**src/rtl/core/variable_path_parser_core_defines.svh**
```systemverilog
// assertion macros for the variable path parser core
`ifndef VARIABLE_PATH_PARSER_CORE_DEFINES_SVH
`define VARIABLE_PATH_PARSER_CORE_DEFINES_SVH

`ifndef SYNTH
// checked while out of reset
`define VPP_ASSERT(lbl, prop) \
    lbl: assert property (@(posedge aclk) disable iff (!aresetn) prop) \
        else $error("vpp assertion failed");
// checked at every edge, reset included
`define VPP_ASSERT_RST(lbl, prop) \
    lbl: assert property (@(posedge aclk) prop) \
        else $error("vpp reset assertion failed");
`else
`define VPP_ASSERT(lbl, prop)
`define VPP_ASSERT_RST(lbl, prop)
`endif

`endif

```
**src/rtl/core/vpp_pkg.sv**
```systemverilog
package vpp_pkg;

    localparam int CHAR_W    = 21;
    localparam int ERR_POS_W = 16;

    localparam logic [CHAR_W-1:0] CH_OPEN  = 21'h00005B;
    localparam logic [CHAR_W-1:0] CH_CLOSE = 21'h00005D;
    localparam logic [CHAR_W-1:0] CH_DOT   = 21'h00002E;
    localparam logic [CHAR_W-1:0] CH_QUOTE = 21'h000022;
    localparam logic [CHAR_W-1:0] CH_BSL   = 21'h00005C;

    localparam logic [1:0] ROLE_NONE  = 2'd0;
    localparam logic [1:0] ROLE_ROOT  = 2'd1;
    localparam logic [1:0] ROLE_CHILD = 2'd2;
    localparam logic [1:0] ROLE_SUB   = 2'd3;

    localparam logic [1:0] CLOSE_NONE  = 2'd0;
    localparam logic [1:0] CLOSE_ROOT  = 2'd1;
    localparam logic [1:0] CLOSE_CHILD = 2'd2;
    localparam logic [1:0] CLOSE_SUB   = 2'd3;

    localparam logic [1:0] ST_PARSING     = 2'd0;
    localparam logic [1:0] ST_OK          = 2'd1;
    localparam logic [1:0] ST_ERR_NAME    = 2'd2;
    localparam logic [1:0] ST_ERR_BRACKET = 2'd3;

    typedef struct packed {
        logic [CHAR_W-1:0] character;
        logic              end_of_expression;
    } in_item_t;

    typedef struct packed {
        logic [CHAR_W-1:0]    char_echo;
        logic [1:0]           role;
        logic [1:0]           closes;
        logic [1:0]           status;
        logic [ERR_POS_W-1:0] error_position;
    } out_item_t;

endpackage

```
**src/rtl/core/vpp_parse.sv**
```systemverilog
module vpp_parse
    import vpp_pkg::*;
#(
    parameter int NEST_BITS     = 8,
    parameter int POSITION_BITS = 16
) (
    input  logic      aclk,
    input  logic      aresetn,
    input  logic      step,
    input  in_item_t  item,
    output out_item_t result
);

    typedef enum logic [2:0] {
        MODE_EXP_NAME,
        MODE_IN_NAME,
        MODE_AFTER,
        MODE_SUBSCRIPT,
        MODE_DONE
    } mode_t;

    mode_t                    mode_reg, mode_next;
    logic                     root_seen_reg, root_seen_next;
    logic                     literal_reg, literal_next;
    logic                     bsl_reg, bsl_next;
    logic [NEST_BITS-1:0]     depth_reg, depth_next;
    logic [POSITION_BITS-1:0] count_reg, count_next, count_inc;
    logic [1:0]               status_reg, status_next;
    logic [POSITION_BITS-1:0] err_pos_reg, err_pos_next;
    out_item_t                result_reg, result_next;

    logic                     is_delim;
    logic                     do_after;
    logic [1:0]               role;
    logic [1:0]               closes;
    logic [1:0]               name_role;
    logic [1:0]               name_close;
    logic [CHAR_W-1:0]        c;

    always_comb begin
        c              = item.character;
        mode_next      = mode_reg;
        root_seen_next = root_seen_reg;
        literal_next   = literal_reg;
        bsl_next       = bsl_reg;
        depth_next     = depth_reg;
        count_next     = count_reg;
        status_next    = status_reg;
        err_pos_next   = err_pos_reg;
        role           = ROLE_NONE;
        closes         = CLOSE_NONE;
        do_after       = 1'b0;
        is_delim       = (c == CH_OPEN) || (c == CH_CLOSE) || (c == CH_DOT);
        name_role      = root_seen_reg ? ROLE_CHILD : ROLE_ROOT;
        name_close     = root_seen_reg ? CLOSE_CHILD : CLOSE_ROOT;
        count_inc      = (count_reg == {POSITION_BITS{1'b1}}) ? count_reg
                       : count_reg + POSITION_BITS'(1);

        if (item.end_of_expression) begin
            unique case (mode_reg)
                MODE_EXP_NAME: begin
                    status_next  = ST_ERR_NAME;
                    err_pos_next = count_reg;
                    mode_next    = MODE_DONE;
                end
                MODE_IN_NAME: begin
                    closes         = name_close;
                    root_seen_next = 1'b1;
                    status_next    = ST_OK;
                end
                MODE_AFTER: begin
                    status_next = ST_OK;
                end
                MODE_SUBSCRIPT: begin
                    status_next  = ST_ERR_BRACKET;
                    err_pos_next = count_reg;
                    mode_next    = MODE_DONE;
                end
                default: begin
                end
            endcase
        end else begin
            unique case (mode_reg)
                MODE_EXP_NAME: begin
                    count_next = count_inc;
                    if (is_delim) begin
                        status_next  = ST_ERR_NAME;
                        err_pos_next = count_inc;
                        mode_next    = MODE_DONE;
                    end else begin
                        role      = name_role;
                        mode_next = MODE_IN_NAME;
                    end
                end
                MODE_IN_NAME: begin
                    if (is_delim) begin
                        closes         = name_close;
                        root_seen_next = 1'b1;
                        do_after       = 1'b1;
                    end else begin
                        role       = name_role;
                        count_next = count_inc;
                    end
                end
                MODE_AFTER: begin
                    do_after = 1'b1;
                end
                MODE_SUBSCRIPT: begin
                    count_next = count_inc;
                    if (c == CH_CLOSE && !literal_reg && depth_reg == '0) begin
                        closes    = CLOSE_SUB;
                        mode_next = MODE_AFTER;
                    end else begin
                        if (c == CH_QUOTE) begin
                            if (!literal_reg) begin
                                literal_next = 1'b1;
                            end else if (!bsl_reg) begin
                                literal_next = 1'b0;
                            end
                        end else if (c == CH_OPEN && !literal_reg) begin
                            if (depth_reg != {NEST_BITS{1'b1}}) begin
                                depth_next = depth_reg + NEST_BITS'(1);
                            end
                        end else if (c == CH_CLOSE && !literal_reg) begin
                            depth_next = depth_reg - NEST_BITS'(1);
                        end
                        bsl_next = (c == CH_BSL);
                        role     = ROLE_SUB;
                    end
                end
                default: begin
                end
            endcase

            // delimiter that follows a finished item
            if (do_after) begin
                if (c == CH_DOT) begin
                    count_next = count_inc;
                    mode_next  = MODE_EXP_NAME;
                end else if (c == CH_OPEN) begin
                    count_next   = count_inc;
                    literal_next = 1'b0;
                    bsl_next     = 1'b0;
                    depth_next   = '0;
                    mode_next    = MODE_SUBSCRIPT;
                end else begin
                    status_next = ST_OK;
                    mode_next   = MODE_DONE;
                end
            end
        end

        result_next.char_echo      = item.end_of_expression ? '0 : c;
        result_next.role           = role;
        result_next.closes         = closes;
        result_next.status         = status_next;
        result_next.error_position = status_next[1] ? ERR_POS_W'(err_pos_next) : '0;
    end

    always_ff @(posedge aclk) begin
        if (!aresetn) begin
            mode_reg      <= MODE_EXP_NAME;
            root_seen_reg <= 1'b0;
            literal_reg   <= 1'b0;
            bsl_reg       <= 1'b0;
            depth_reg     <= '0;
            count_reg     <= '0;
            status_reg    <= ST_PARSING;
            err_pos_reg   <= '0;
        end else if (step) begin
            result_reg <= result_next;
            if (item.end_of_expression) begin
                mode_reg      <= MODE_EXP_NAME;
                root_seen_reg <= 1'b0;
                literal_reg   <= 1'b0;
                bsl_reg       <= 1'b0;
                depth_reg     <= '0;
                count_reg     <= '0;
                status_reg    <= ST_PARSING;
                err_pos_reg   <= '0;
            end else begin
                mode_reg      <= mode_next;
                root_seen_reg <= root_seen_next;
                literal_reg   <= literal_next;
                bsl_reg       <= bsl_next;
                depth_reg     <= depth_next;
                count_reg     <= count_next;
                status_reg    <= status_next;
                err_pos_reg   <= err_pos_next;
            end
        end
    end

    assign result = result_reg;

endmodule

```
**src/rtl/core/variable_path_parser_core.sv**
```systemverilog
// datapath: each item passes through the input register and then the result register; while
// m_valid is high and m_ready is low, the result register holds and the input register waits
// throughput: one item per cycle while m_ready is high; the parse step is short logic
// between the two registers and the parser state updates once per item
// reset: synchronous active-low aresetn empties both registers and returns the
// parser to expecting a root name with all counters at zero
`include "variable_path_parser_core_defines.svh"

module variable_path_parser_core
    import vpp_pkg::*;
#(
    parameter int NEST_BITS     = 8,
    parameter int POSITION_BITS = 16
) (
    input  logic      aclk,
    input  logic      aresetn,
    input  logic      s_valid,
    output logic      s_ready,
    input  in_item_t  s_data,
    output logic      m_valid,
    input  logic      m_ready,
    output out_item_t m_data
);

    logic     in_valid_reg;
    in_item_t in_item_reg;
    logic     out_valid_reg;
    logic     advance;

    assign advance = in_valid_reg && (!out_valid_reg || m_ready);
    assign s_ready = !in_valid_reg || advance;

    always_ff @(posedge aclk) begin
        if (!aresetn) begin
            in_valid_reg  <= 1'b0;
            out_valid_reg <= 1'b0;
        end else begin
            if (s_valid && s_ready) begin
                in_valid_reg <= 1'b1;
                in_item_reg  <= s_data;
            end else if (advance) begin
                in_valid_reg <= 1'b0;
            end
            if (advance) begin
                out_valid_reg <= 1'b1;
            end else if (m_ready) begin
                out_valid_reg <= 1'b0;
            end
        end
    end

    vpp_parse #(
        .NEST_BITS    (NEST_BITS),
        .POSITION_BITS(POSITION_BITS)
    ) u_parse (
        .aclk   (aclk),
        .aresetn(aresetn),
        .step   (advance),
        .item   (in_item_reg),
        .result (m_data)
    );

    assign m_valid = out_valid_reg;

    `VPP_ASSERT_RST(a_reset_empty, !aresetn |=> !m_valid && s_ready)
    `VPP_ASSERT(a_in_hold, in_valid_reg && !advance |=> in_valid_reg && $stable(in_item_reg))
    `VPP_ASSERT(a_err_no_role, m_valid && m_data.status[1] |-> m_data.role == ROLE_NONE)
    `VPP_ASSERT(a_pos_zero, m_valid && !m_data.status[1] |-> m_data.error_position == '0)
    `VPP_ASSERT(a_close_no_role, m_valid && m_data.closes != CLOSE_NONE |-> m_data.role == ROLE_NONE)

endmodule
```
**config.mk**
```make
export PLATFORM = sky130hd
export DESIGN_NAME = variable_path_parser_core
export DESIGN_NICKNAME = d
export VERILOG_FILES = /design/src/rtl/core/vpp_pkg.sv /design/src/rtl/core/vpp_parse.sv /design/src/rtl/core/variable_path_parser_core.sv
export VERILOG_INCLUDE_DIRS = /design/src /design/src/rtl/core
export SDC_FILE = /design/constraint.sdc
export NUM_CORES = 1
export LEC_CHECK = 0
export BUFFER_PORTS_ARGS = -buffer_cell sky130_fd_sc_hd__buf_2
export CAP_MARGIN = 10
export CORE_MARGIN = 2
export CORE_UTILIZATION = 58
export DETAILED_ROUTE_END_ITERATION = 8
export GPL_ROUTABILITY_DRIVEN = 0
export HOLD_SLACK_MARGIN = 0.05
export MAX_ROUTING_LAYER = met4
export PLACE_DENSITY = 0.78
export SKIP_LAST_GASP = 1
export SLEW_MARGIN = 5
export SYNTH_ARGS = -nofsm -noshare
export SYNTH_HDL_FRONTEND = slang
export SYNTH_HIERARCHICAL = 1
export SYNTH_SLANG_ARGS = --single-unit
export TNS_END_PERCENT = 30
```
**constraint.sdc**
```tcl
create_clock -name aclk -period 3.5 [get_ports aclk]
set_clock_uncertainty 0.15 [all_clocks]
set_input_delay 0.175 -clock aclk [delete_from_list [all_inputs] [get_ports aclk]]
set_output_delay 0.175 -clock aclk [all_outputs]
set_load 0.01 [all_outputs]
```
Yosys cells after proc, flatten, opt, wreduce, memory -nomap -nowiden
Index checks and enable logic that the tools add are counted.
{"block": "classes", "shift": 0, "n_eq_ne": 11, "div": 0, "mux": 71, "n_reduce_logical": 26, "multipliers": 0, "n_addsub": 3, "bitwise": 0, "n_lt_le_gt_ge": 0}
{"op": "2-to-1 mux 16 bit", "n": 11}
{"op": "2-to-1 mux 8 bit", "n": 10}
{"op": "equality test 21 x 7 -> 1 bit, second input constant", "n": 3}
{"op": "equality test 21 x 6 -> 1 bit, second input constant", "n": 2}
{"op": "one-hot mux 16 bit (2 select lines)", "n": 1}
{"op": "2-to-1 mux 2 bit", "n": 14}
{"op": "2-to-1 mux 1 bit", "n": 24}
{"op": "2-to-1 mux 3 bit", "n": 6}
{"op": "adder 16 x 1 -> 16 bit, second input constant", "n": 1}
{"op": "equality test 16 bit, second input constant", "n": 1}
{"op": "adder 8 x 1 -> 8 bit, second input constant", "n": 1}
{"op": "zero test 8 bit", "n": 1}
{"op": "inequality test 8 bit, second input constant", "n": 1}
{"op": "one-hot mux 2 bit (2 select lines)", "n": 2}
{"op": "nonzero test 2 bit", "n": 4}
{"op": "subtractor 8 x 1 -> 8 bit, second input constant", "n": 1}
{"op": "equality test 3 x 2 -> 1 bit, second input constant", "n": 2}
{"op": "one-hot mux 2 bit (3 select lines)", "n": 1}
{"op": "one-hot mux 3 bit (2 select lines)", "n": 1}
{"op": "AND reduction 3 bit", "n": 2}
{"op": "OR reduction 2 bit", "n": 3}
{"op": "logical AND 1 bit", "n": 5}
{"op": "logical OR 1 bit", "n": 4}
{"op": "inequality test 4 x 2 -> 1 bit, second input constant", "n": 1}
{"op": "other kinds (6)", "n": 9}
{"block": "totals", "mem_count": 0, "latchBits": 0, "rom_bits": 0, "out_inout_bits": 45, "ramBits": 0, "inputBits": 26, "regBits": 115}

Logic depth before layout (Yosys ltp)
Gate-level depths: netlist of run 1.
{"block": "depth", "depth_word": 11, "mapped_depth": 10, "mapped_depth_nobuf": 8}

Hierarchy
The synthesis of run 1 kept the hierarchy.
{"mod": "vpp_parse", "area_per_inst_um2": 5146.2, "cells_each": 538, "instances": 1, "seq_area_each_um2": 2252.2}
{"mod": "variable_path_parser_core", "area_per_inst_um2": 753.2, "cells_each": 32, "instances": 1, "seq_area_each_um2": 700.7}

Least setup slack after synthesis of run 1
No wires, ideal clock.
{"block": "synth_timing", "path_type": "flip-flop to flip-flop", "start": "reg u_parse.count_reg[0]", "end": "reg u_parse.result_reg (netlist bit u_parse/result[7]), data pin", "arrival_ns": 2.291, "path_buffers": 1, "stages_incl_launch_ff": 9, "setup_time_ns": 0.203, "synth_period_minus_slack_ns": 2.644, "slack_ns": 0.856, "cell_sequence": "dfxtp_1 -> ha_1 -> nand4_1 -> or4_1 -> clkbuf_1 -> and2_1 -> and3_1 -> xnor2_1 -> a2111oi_1"}
{"block": "synth_via", "elab_chain_cells": 5, "elab_cells_between_ends": 6, "cone_classes": "1 x add/sub; 1 x eq/ne; 4 x mux"}
{"item": "from (decl)", "line_no": "vpp_parse.sv:27", "text": "logic [POSITION_BITS-1:0] count_reg, count_next, count_inc;"}
{"item": "from (signal assigned)", "line_no": "vpp_parse.sv:187", "text": "count_reg <= count_next;"}
{"item": "adder 16 x 1 -> 16 bit / equality test 16 bit (equally long branches)", "line_no": "vpp_parse.sv:57, vpp_parse.sv:56"}
{"item": "2-to-1 mux 16 bit (*)", "line_no": "vpp_parse.sv:56", "text": "count_inc = (count_reg == {POSITION_BITS{1'b1}}) ? count_reg"}
{"item": "2-to-1 mux 16 bit (*)", "line_no": "vpp_parse.sv:86", "text": "if (is_delim) begin"}
{"item": "2-to-1 mux 16 bit (*)", "line_no": "vpp_parse.sv:83", "text": "unique case (mode_reg)"}
{"item": "2-to-1 mux 16 bit (*)", "line_no": "vpp_parse.sv:59", "text": "if (item.end_of_expression) begin"}
{"item": "to (signal assigned)", "line_no": "vpp_parse.sv:171", "text": "result_reg <= result_next;"}
{"item": "to (decl)", "line_no": "vpp_parse.sv:30", "text": "out_item_t result_reg, result_next;"}
Mark *: on every way between the ends. The rest lies on a longest branch, timed or not.
A chain may end at the register's enable or synchronous reset.

Final worst setup path of run 1
Ends and elaborated chain as after synthesis.

==> results of run 1 <==
metrics by stage:
| step | cell area (sq um) | setup slack (ns) | util |
|---|---|---|---|
| floorplan | 5900 | 0.856 | - |
| global placement | 6410 | 0.674 | 0.653 |
| detailed placement | 6410 | 0.456 | 0.653 |
| CTS | 7310 | 0.399 | 0.745 |
| global route | 7310 | 0.131 | 0.745 |
| finish | 7310 | 0.313 | 0.745 |
final cells by class:
type                    count  area, sq um  share of cell area
repair buffers            113          743               0.102
inverters                  15         56.3             0.00770
flip-flops and latches    115         2950               0.404
well taps                 133          166              0.0228
multi-input cells         408         2770               0.379
clock buffers              22          474              0.0648
clock inverters            10          153              0.0209
cell families (layout without fill, tap and decap cells):
logic type	count (synthesis)	in the layout	synth area share
xor gates and xnor gates	12	12	0.0178
and+or+nand+nor	229	229	0.226
DFF	115	115	0.501
buffers and inverters	47	160	0.0320
AOI/OAI and AO/OA	157	157	0.204
muxes	7	7	0.0127
adders and majority gates	3	3	0.00636
per-layer routing:
layer,global-route usage,routed length (microns),part of all wire,vias up
li1,-,-,-,2417
met1,0.400,6540,0.41,2495
met2,0.437,7100,0.45,328
met3,0.0749,1690,0.11,63
met4,0.132,485,0.031,0
met5,-,0,0,-
path summary, 6_finish.rpt:
kind / cells after the start / startpoint / to / slack, ns
max: 7 / u_parse/count_reg[0] / u_parse/result[7] / 0.31
min: 2 / s_data[14] / in_item_reg[14] / 0.22
max reg2reg: 7 / u_parse/count_reg[0] / u_parse/result[7] / 0.31
min reg2reg: 2 / u_parse/err_pos_reg[14] / u_parse/err_pos_reg[14] / 0.33
power breakdown:
part           leakage [nW]  internal, mW  switching [mW]
Sequential             1.01          1.46          0.0213
Combinational          1.30        0.0836           0.115
Clock                 0.312          1.23           0.605
Total                  2.62          2.78           0.741
cell usage after synthesis (8+ instances only):
cell,n,area share
edfxtp_1,65,0.33
inv_1,14,0.0089
nand2_1,43,0.027
or3_1,8,0.0085
o21ai_0,21,0.018
dfxtp_1,50,0.17
nand3_1,23,0.020
and3_1,9,0.0095
o22ai_1,9,0.0095
nor3_1,29,0.025
a31oi_1,12,0.013
a22o_1,20,0.030
a21oi_1,17,0.014
nor2b_1,25,0.027
xnor2_1,10,0.015
and2_1,9,0.0095
nor2_1,23,0.015
nand4_1,13,0.014
clkbuf_1,23,0.015
what timing repair did:
| action | in CTS | in global routing |
|---|---|---|
| endpoints found under the setup margin | 0 | 0 |
| endpoints found under the hold margin | 30 | 0 |
| hold buffers | 28 | 0 |
==> results.sh, run 1 <==
export IMPL_crit_chain="ha_1 -> nand4_1 -> or4_1 -> and2_1 -> and3_1 -> xnor2_1 -> a2111oi_1"
export IMPL_setup_violations=0
export IMPL_die_x_microns=105
export IMPL_vdd_drop_max_mv=0.329
export IMPL_grt_start_max_net_pins=34
export IMPL_final_common_cell="buf_2"
export IMPL_ys_ff_latch=115
export IMPL_drv_cap=0
export IMPL_grt_antenna_before_repair=0
export IMPL_synth_ff_type="edfxtp_1"
export IMPL_crit_fanout=7
export IMPL_clock_path_buffers=2
export IMPL_nets=699
export IMPL_p_total_mw=3.52
export IMPL_synth_edf_count=65
export IMPL_fmaxAchievable_mhz=314
export IMPL_crit_family="simple AND/OR/NAND/NOR gates"
export IMPL_drv_slew=0
export IMPL_yosysWarningCount=6
export IMPL_clock_root_buffer="clkbuf_8"
export IMPL_layout_drive_gt1_share=0.221
export IMPL_htreeDepth=4
export IMPL_final_cell_mix="buf_2 (70), edfxtp_1 (65), dfxtp_1 (50)"
export IMPL_dr_pass1_iters=6
export IMPL_drtIter0Drc=714
export IMPL_post_cts_buffers=0
export IMPL_whs_ns=0.217
export IMPL_stdcell_count=816
export IMPL_rsz0062_at_grt="false"
export IMPL_synthArstFlopShare=0
export IMPL_num_fill_cells=693
export IMPL_relSlewSlack=0.404
export IMPL_synth_nets=599
export IMPL_drt_drc_violations_left=0
export IMPL_wl_per_cell_microns=19.4
export IMPL_grt_pass1_wl_microns=25300
export IMPL_place_hpwl_microns=10000
export IMPL_synthCells=570
export IMPL_numPlacedInstances=756
export IMPL_p_per_area_mw_per_mm2=481
export IMPL_row_count=36
export IMPL_grt_pass1_vias=4978
export IMPL_die_h_microns=105
export IMPL_largest_reg_flops=43
export IMPL_core_area_sq_mm=0.00982
export IMPL_ys_seq_area_frac=0.501
export IMPL_path_buf_inv=0
export IMPL_crit_path_top_delay_cell="or4_1"
export IMPL_port_buffers=70
export IMPL_grt_use_total=0.301
export IMPL_outcome="finished, final reports clean"
export IMPL_numCtsBuffers=17
export IMPL_dr_total_vias=5303
export IMPL_hold_viol=0
export IMPL_totalWireLength_microns=15800
export IMPL_synthToLayoutAreaGrowth_pct=24.0
export IMPL_insertion_delay_ns=0.52
export IMPL_synth_avg_cell_area_sq_um=10.3
export IMPL_worstSetupEndpointType="register"
export IMPL_path_clk_slew_ns=0.06
export IMPL_cts_sinks=115
export IMPL_synth_area_sq_mm=0.00590
export IMPL_die_area_sq_mm=0.0110
export IMPL_antenna_cells=0
export IMPL_cts_tree="built"
export IMPL_antenna_left=0
export IMPL_cts_resized=0
export IMPL_worstPathArrival_ns=3.31
export IMPL_worstHoldPathType="input pin to register"
export IMPL_ios=71
export IMPL_worstPathRequired_ns=3.62
export IMPL_setup_tns_final_ns=0
export IMPL_p_leak_nw=2.62
export IMPL_synth_distinct_cells=81
export IMPL_fin_crit_ns=3.19
export IMPL_grt_ovfl_total=0
export IMPL_crit_type="register to register"
export IMPL_initial_core_util=0.601
export IMPL_start_kind="register"
export IMPL_post_route_period_util=0.911
export IMPL_worst_slew_pin_slew_ns=0.891
export IMPL_max_stage_delay_ns=0.70
export IMPL_viasPerCell=6.50
No activity file was read; power rests on OpenSTA's default activity.
==> inputs of run 2 (changes only) <==
- SYNTH_HIERARCHICAL: 1 -> unset
==> run 2 against run 1 <==
Hold slack improved by 0.013 ns. Synthesized cell count increased by 5.1%. Cell area decreased by 1.5%. Combinational power increased by 13%. Sequential power about the same. Power decreased by 0.89%. Largest power group unchanged.
==> results.sh, run 2 <==
export IMPL_crit_family="compound AO/OA/AOI/OAI gates"
export IMPL_drtIter0Drc=821
export IMPL_synth_common_cells="edfxtp_1 (65), nand2_1 (53), dfxtp_1 (50), nor2_1 (37), clkbuf_1 (33)"
export IMPL_yosysWarningCount=0
export IMPL_antenna_cells=0
export IMPL_setup_violations=0
export IMPL_insertion_delay_ns=0.51
export IMPL_post_cts_buffers=0
export IMPL_drv_slew=0
export IMPL_core_area_sq_mm=0.00982
export IMPL_drv_cap=0
export IMPL_place_area_sq_mm=0.00633
export IMPL_place_hpwl_microns=10200
export IMPL_synth_edf_count=65
export IMPL_path_clk_slew_ns=0.06
export IMPL_numCtsBuffers=17
export IMPL_fin_crit_ns=3.23
export IMPL_synth_ff_type="edfxtp_1"
export IMPL_fin_ws_ns=0.275
export IMPL_yosys_area_top_type="edfxtp_1"
export IMPL_grt_ovfl_total=0
export IMPL_dpl_worst_slack_ns=0.357
export IMPL_whs_ns=0.229
export IMPL_ys_ff_latch=115
export IMPL_cts_sinks=115
export IMPL_synthCells=599
export IMPL_worstHoldPathType="input pin to register"
export IMPL_crit_fanout=17
export IMPL_stdcell_count=830
export IMPL_synth_distinct_cells=77
export IMPL_max_stage_delay_ns=0.99
export IMPL_worst_slew_pin_slew_ns=1.16
export IMPL_nets=713
export IMPL_clock_path_buffers=2
export IMPL_ios=71
export IMPL_setup_tns_final_ns=0
export IMPL_crit_chain="nor3_1 -> nand4_1 -> o21ai_0 -> a21oi_1 -> o32ai_2 -> a2111oi_0"
export IMPL_crit_type="register to register"
export IMPL_row_count=36
export IMPL_die_h_microns=105
export IMPL_numPlacedInstances=771
export IMPL_final_common_cell="buf_2"
export IMPL_grt_pass1_vias=4961
export IMPL_port_buffers=70
export IMPL_cts_tree="built"
export IMPL_clock_root_buffer="clkbuf_8"
export IMPL_start_kind="register"
export IMPL_p_total_mw=3.48
export IMPL_synth_area_leaders="edfxtp_1 (33%), dfxtp_1 (17%), nand2_1 (3.4%), nor2b_1 (2.8%), nor2_1 (2.4%)"
export IMPL_relSlewSlack=0.224
export IMPL_dr_pass1_iters=7
export IMPL_synth_avg_cell_area_sq_um=9.84
export IMPL_wl_per_cell_microns=18.9
export IMPL_htreeDepth=4
export IMPL_vdd_drop_max_mv=0.292
export IMPL_grt_antenna_before_repair=0
export IMPL_synthToLayoutAreaGrowth_pct=22.2
export IMPL_worstSetupEndpointType="register"
export IMPL_dr_total_vias=5361
export IMPL_layout_drive_gt1_share=0.185
export IMPL_viasPerCell=6.46
export IMPL_fin_util=0.734
export IMPL_fin_area_sq_mm=0.00720
export IMPL_crit_path_top_delay_cell="o32ai_2"
export IMPL_grt_use_total=0.301
export IMPL_outcome="finished, final reports clean"
export IMPL_p_per_area_mw_per_mm2=484
export IMPL_totalWireLength_microns=15700
export IMPL_ys_seq_area_frac=0.501
export IMPL_die_x_microns=105
export IMPL_worstPathRequired_ns=3.54
export IMPL_post_route_period_util=0.921
export IMPL_fmaxAchievable_mhz=310
export IMPL_yosysMostFrequentCell="edfxtp_1"
export IMPL_drt_drc_violations_left=0
export IMPL_p_leak_nw=2.55
export IMPL_grt_start_max_net_pins=44
export IMPL_hold_viol=0
export IMPL_final_cell_mix="buf_2 (70), edfxtp_1 (65), nand2_1 (53)"
export IMPL_path_buf_inv=0
export IMPL_initial_core_util=0.600
export IMPL_rsz0062_at_grt="false"
export IMPL_antenna_left=0
export IMPL_synth_nets=628
export IMPL_synth_top_area_frac=0.331
export IMPL_synth_area_sq_mm=0.00590
export IMPL_grt_pass1_wl_microns=25500
export IMPL_ctsHoldBuffers=26
export IMPL_worstPathArrival_ns=3.27
export IMPL_die_area_sq_mm=0.0110
export IMPL_cts_resized=0
export IMPL_synthArstFlopShare=0
export IMPL_largest_reg_flops=43
run 2: changes by cell type after synthesis, sizes merged, moves of 9 or more:
cell and delta:
a22o -18, clkbuf +10, nand2 +9, nor2 +14, nor3 -13, o21ai +15
run 2: layer usage:
layer	up-vias	track usage	part of all wire
li1	2466	-	-
met1	2506	0.418	0.42
met2	340	0.435	0.45
met3	49	0.0717	0.099
met4	0	0.106	0.025
met5	-	-	0
run 2: cells by family (layout without fill, tap and decap cells):
kind of cell | after synthesis | count (layout) | share of synthesized area
adder cells (fa/ha/maj) | 4 | 4 | 0.00807
AO/OA/AOI/OAI | 155 | 155 | 0.192
AND/OR/NAND/NOR | 250 | 250 | 0.233
flip-flops | 115 | 115 | 0.501
buffers and inverters | 59 | 157 | 0.0399
multiplexers | 5 | 5 | 0.00891
XOR/XNOR | 11 | 11 | 0.0163
run 2: final cells by class:
| type | instances | area, sq um |
|---|---|---|
| sequential | 115 | 2950 |
| multi-input combinational | 425 | 2720 |
| fill | 700 | 2620 |
| timing repair buffer | 108 | 704 |
| clock buffer | 21 | 439 |
| tap | 133 | 166 |
| clock inverter | 11 | 161 |
| inverter | 17 | 63.8 |
run 2: report_power, final:
part	internal, mW	switching (mW)	total (mW)	leakage, nW
Sequential	1.47	0.0361	1.51	1.01
Clock	1.17	0.586	1.75	0.297
Combinational	0.0925	0.132	0.225	1.24
Total	2.73	0.754	3.48	2.55
run 2: path summary, 6_finish.rpt:
check / slack (ns) / from / cells past startpoint / to
worst max register to register: 0.27 / in_item_reg[17] / 6 / u_parse.result[5]
worst min register to register: 0.30 / u_parse.err_pos_reg[6] / 2 / u_parse.err_pos_reg[6]
worst min-delay path: 0.23 / s_data[9] / 2 / in_item_reg[9]
worst max-delay path: 0.27 / in_item_reg[17] / 6 / u_parse.result[5]
